### src/rtl/jcrm_ram.sv
`timescale 1ns / 1ps
// ----------------------------------------------------------------------------
// jcrm_ram
// Generic single-clock RAM, one write port, one read port, registered read.
// ----------------------------------------------------------------------------
module jcrm_ram #(
  parameter int WIDTH = 64,
  parameter int DEPTH = 64
) (
  input  logic                                   clk_i,
  input  logic                                   we_i,
  input  logic [((DEPTH > 1) ? $clog2(DEPTH) : 1)-1:0] waddr_i,
  input  logic [WIDTH-1:0]                       wdata_i,
  input  logic                                   re_i,
  input  logic [((DEPTH > 1) ? $clog2(DEPTH) : 1)-1:0] raddr_i,
  output logic [WIDTH-1:0]                       rdata_o
);

  logic [WIDTH-1:0] mem_q [DEPTH];
  logic [WIDTH-1:0] rdata_q;

  always_ff @(posedge clk_i) begin
    if (we_i) begin
      mem_q[waddr_i] <= wdata_i;
    end
    // read data holds while no read is issued
    if (re_i) begin
      rdata_q <= mem_q[raddr_i];
    end
  end

  assign rdata_o = rdata_q;

endmodule

### config.mk
export PLATFORM = sky130hd
export DESIGN_NAME = jcrm_ram
export DESIGN_NICKNAME = d
export VERILOG_FILES = /design/src/rtl/jcrm_ram.sv
export SDC_FILE = /design/constraint.sdc
export NUM_CORES = 2
export LEC_CHECK = 0
export BUFFER_PORTS_ARGS = -buffer_cell sky130_fd_sc_hd__buf_2
export CORE_UTILIZATION = 40
export DETAILED_ROUTE_END_ITERATION = 10
export GPL_TIMING_DRIVEN = 0
export SLEW_MARGIN = 30
export SYNTH_ARGS = -nofsm -noshare
export SYNTH_HDL_FRONTEND = slang
export SYNTH_SLANG_ARGS = --single-unit
export TNS_END_PERCENT = 1
### constraint.sdc
create_clock -name clk_i -period 12.5 [get_ports clk_i]
set_clock_uncertainty 0.1 [all_clocks]
set_input_delay 0.625 -clock clk_i [delete_from_list [all_inputs] [get_ports clk_i]]
set_output_delay 0.625 -clock clk_i [all_outputs]
set_load 0.005 [all_outputs]
## Word-level counts from Yosys, hierarchy flattened

Memories as Yosys holds them, arrays and structs flattened. A register that Yosys moved wholly into a read port is not among the register bits.
Cells that the tools add are included.

- Mux-type cells: 2

Operators by type and width:

| cell | number |
|---|---|
| two-way mux 1 bit | 2 |

- Register bits: 0
- RAM bits: 4096
- Bits of input ports: 79
- Output and inout bits: 64
- Word-level logic and storage cells: 3
- Memories: 1

Memories:

| memory | depth | width | rd ports | clocked after Yosys merged registers in | write ports | RTL line | source |
|---|---|---|---|---|---|---|---|
| mem_q | 64 | 64 | 1 | 1 | 1 | 19 | `logic [WIDTH-1:0] mem_q [DEPTH];` |

## Logic depth before layout (Yosys ltp)

- Word-level depth: 2
- Gate-level depth with buffers: 9
- Depth with buffers taken out: 5

## Worst setup path after synthesis

OpenSTA, ideal clock, no wires.

- Path kind: input port to flip-flop
- Start: input port waddr_i[3] (netlist name)
- End: memory mem_q[48][0], enable pin
- Library setup time: 0.564 ns
- Arrival: 5.497 ns
- Required time: 11.836 ns
- Path slack: 6.339 ns
- Stages on the path: 4
- Buffers on the path: 1
- Path through: clkbuf_1 > nor2b_1 > nand4b_1 > nor3_1

RTL lines:

| what | RTL line | source |
|---|---|---|
| from (decl) | 12 | `input logic [((DEPTH > 1) ? $clog2(DEPTH) : 1)-1:0] waddr_i,` |
| to (decl) | 19 |  |

No word-level cell before the write port.

==> key figures <==
Timing
  • Max-slew violations: 0
  • Worst-Margin Slew: 1.26 ns
  • Unrepaired setup endpoints after global routing: no
  • Crit path time final: between 4 and 5 ns
  • Relative slew slack: 15.4%
  • Hold violation count in the final report: 0
  • Setup TNS: 0 ns
  • Final Cycle Share: approximately 35%
  • Peak Freq: approximately 0.23 GHz
  • Final Setup Violations: 0

Clock network
  • CTS resizes: 0
  • Hold Buf Count CTS: 1
  • Post-CTS Setup Inserts: 0
  • CTS tree: yes
  • CTS max path bufs: 4
  • H-tree levels: 5
  • Clk Tree Root Cell: clkbuf_16
  • Clock buffer count from CTS: approximately 400
  • Clock-pin slew on the worst setup and hold paths: 0.06 ns
  • Clk_lat worst skew: just under 1 ns
  • Count of clock tree sinks: between 4,000 and 5,000

Synthesis
  • Simple-gate share of the synthesized area: under 10%
  • Top area cells in the synthesized netlist: edfxtp_1, mux4_2, mux2i_1
  • Adder-Cell Fraction of Synth Area: 0%
  • Top cell type's share of synthesized area: about 80%
  • Avg Inst Size Synth: 23.8 µm²
  • Xor/xnor share of the synthesized area: 0%
  • Yosys warns: 0
  • Mux share of post-synthesis cell area: 15.6%
  • Distinct cells, synth: 32
  • Sequential area share after synthesis: a little under 80%
  • Yosys top cell by area: edfxtp_1
  • Synth Area in Compound Gates: approximately 2.5%
  • Largest family of logic cells by synthesized area: multiplexers
  • Mapped Area: between 150,000 and 200,000 µm²
  • Post-Syn Instances: 6,598
  • Synth Register Bits: around 4,200
  • Mapped Nets: 6,677

Drt
  • Vias per std cell: between 5 and 6
  • Drt total wl: approximately 440,000 µm
  • Drt initial violations: between 10,000 and 15,000
  • Pre-antenna DRT Iters: 6
  • DR DRC count: 0
  • Final ANT Viol Nets: 0
  • Wirelength per Cell: ~34 µm
  • Detailed-route via count: 76,300

Die
  • Io pins: around 140
  • Die area: just under 400,000 µm²
  • Core ar.: ~390,000 µm²
  • Initial Util: approximately two fifths
  • Die W: between 600 and 700 µm
  • Die height: 628 µm
  • Row Count: between 200 and 250

Setup path
  • Worst path slowest cell: a211oi_1
  • Slowest Stage Delay on Critical Path: between 0.8 and 0.9 ns
  • Worst-path maximum fanout: 10
  • Worst-path cell chain: buf_2, buf_4, buf_2, buf_2, buf_4, mux2i_1, o22ai_1, a31oi_1, a211oi_1
  • Cell family with most CP delay: buffers and inverters
  • WP data required: 13.03 ns
  • Worst path bufs/invs: 5
  • Critical Path AT: about 5 ns
  • Setup crit start kind: input pin
  • Cell with the most instances on the worst path: buf_2
  • Worst Setup End Kind: flip-flop
  • Critical path depth: 9
  • CP Class: input pin to flip-flop
  • Worst R2R Path Depth: 5

Finish
  • Most frequent cells in the layout: edfxtp_1, mux4_2, clkbuf_16
  • Most common cell after layout, fill and taps aside: edfxtp_1
  • Layout cell share with drive strength beyond 1: between 30% and 40%
  • Final std cells w/o fill: 13,000
  • Fillers: between 30,000 and 40,000
  • Area growth syn-to-layout: 18.2%
  • Final Cell Area: around 190,000 µm²
  • Nets: 7,532

GRT
  • Vias in the first global route: a little under 80,000
  • First-pass GRT wire length: a little over 600,000 µm
  • All-Layer GR Usage: 21.9%
  • GRT overflow: 0
  • Initial antenna violation count: 50
  • Pin count of the biggest net entering global routing: 65

Hold path
  • Hold Path Class: input pin to flip-flop
  • Depth of the worst hold-timing path: 1

Placed design
  • IO buf count: between 100 and 150
  • GPL Wtd Cong: roughly 0.83
  • Hpwl dp: roughly 300,000 µm
  • Inst Count DP: around 12,000
  • Dpl cell area: around 170,000 µm²

Pwr
  • Power density cells: 155 nW/µm²
  • Leakage dissipation: roughly 58 nW
  • Peak VDD IR: between 100 and 150 µV

Job
  • Max cap viols: 0

Run status
  • Status: completed
## metal layers
metal | wire [µm] | part of all wire (%) | up-vias | GRT usage [%]
li1 | - | - | 30400 | -
met1 | 168000 | 38 | 41400 | 29.4
met2 | 212000 | 48 | 3885 | 35.8
met3 | 40700 | 9.3 | 685 | 4.15
met4 | 17600 | 4.0 | 12 | 8.03
met5 | 78 | 0.018 | - | 0
## final timing paths
check | from | endpoint | slack (ns)
worst max-delay path | raddr_i[2] | rdata_o[7] | 8.17
worst min-delay path | wdata_i[54] | mem_q[6][54] | 0.06
worst max register to register | mem_q[61][38] | rdata_o[38] | 9.51
worst min register to register | mem_q[38][30] | rdata_o[30] | 0.87
## per-stage QoR
| step | worst slack [ns] | util (%) | hold WS [ns] | total power, W |
|---|---|---|---|---|
| after floorplan | 6.34 | - | 0.624 | 0.0165 |
| after global placement | -0.261 | 42.1 | 0.835 | 0.0173 |
| after detailed placement | 7.23 | 44.3 | 0.865 | 0.0173 |
| after CTS | 8.25 | 47.5 | 0.000556 | 0.0290 |
| after global routing | 8.34 | 47.6 | 0.0577 | 0.0296 |
| final | 8.17 | 47.6 | 0.0583 | 0.0289 |
## sequential cells by signal, summed over array words and instances (netlist names)
signal / count
mem_q: 4096
rdata_o: 64
## logic make-up (layout without fill, tap and decap cells)
group | count (synthesis) | in the layout
mux | 1159 | 1159
other cells | 0 | 27
flops | 4160 | 4160
buf+inv | 389 | 1568
simple gates | 386 | 386
compound gates | 504 | 504
## area by class of cell
cell class | count | area (µm²) | area share [%]
antenna | 27 | 67.6 | 0.0364
buffer | 370 | 1790 | 0.967
clock buffer | 483 | 10500 | 5.64
clock inverter | 244 | 2140 | 1.15
inverter | 19 | 71.3 | 0.0384
multi-input combinational | 2049 | 30900 | 16.6
sequential | 4160 | 125000 | 67.3
tap | 5197 | 6500 | 3.50
timing repair buffer | 452 | 8770 | 4.73
## Yosys cell counts
cell type,n
edfxtp_1,4160
mux4_2,1024
buf_2,170
a22oi_1,168
clkbuf_1,140
mux2i_1,135
nor2_1,112
a22o_1,88
o22ai_1,83
and3_1,64
a211oi_1,63
nand2_1,58
nand3_1,45
o221ai_1,38
buf_4,34
or3_1,29
nor2b_1,28
or2_2,28
a41oi_1,26
buf_1,20
a2bb2oi_1,19
inv_1,19
a31oi_1,18
nand2b_1,11
buf_6,6
and2_1,3
nand3b_1,2
nand4_1,2
nor3_1,2
a31o_1,1
nand4b_1,1
or3b_2,1
## power by group
part           switching, W  internal, W
Clock               0.00521      0.00661
Sequential        0.0000258       0.0155
Combinational       0.00102     0.000517
Note: power is estimated with default switching activity, not from simulation.
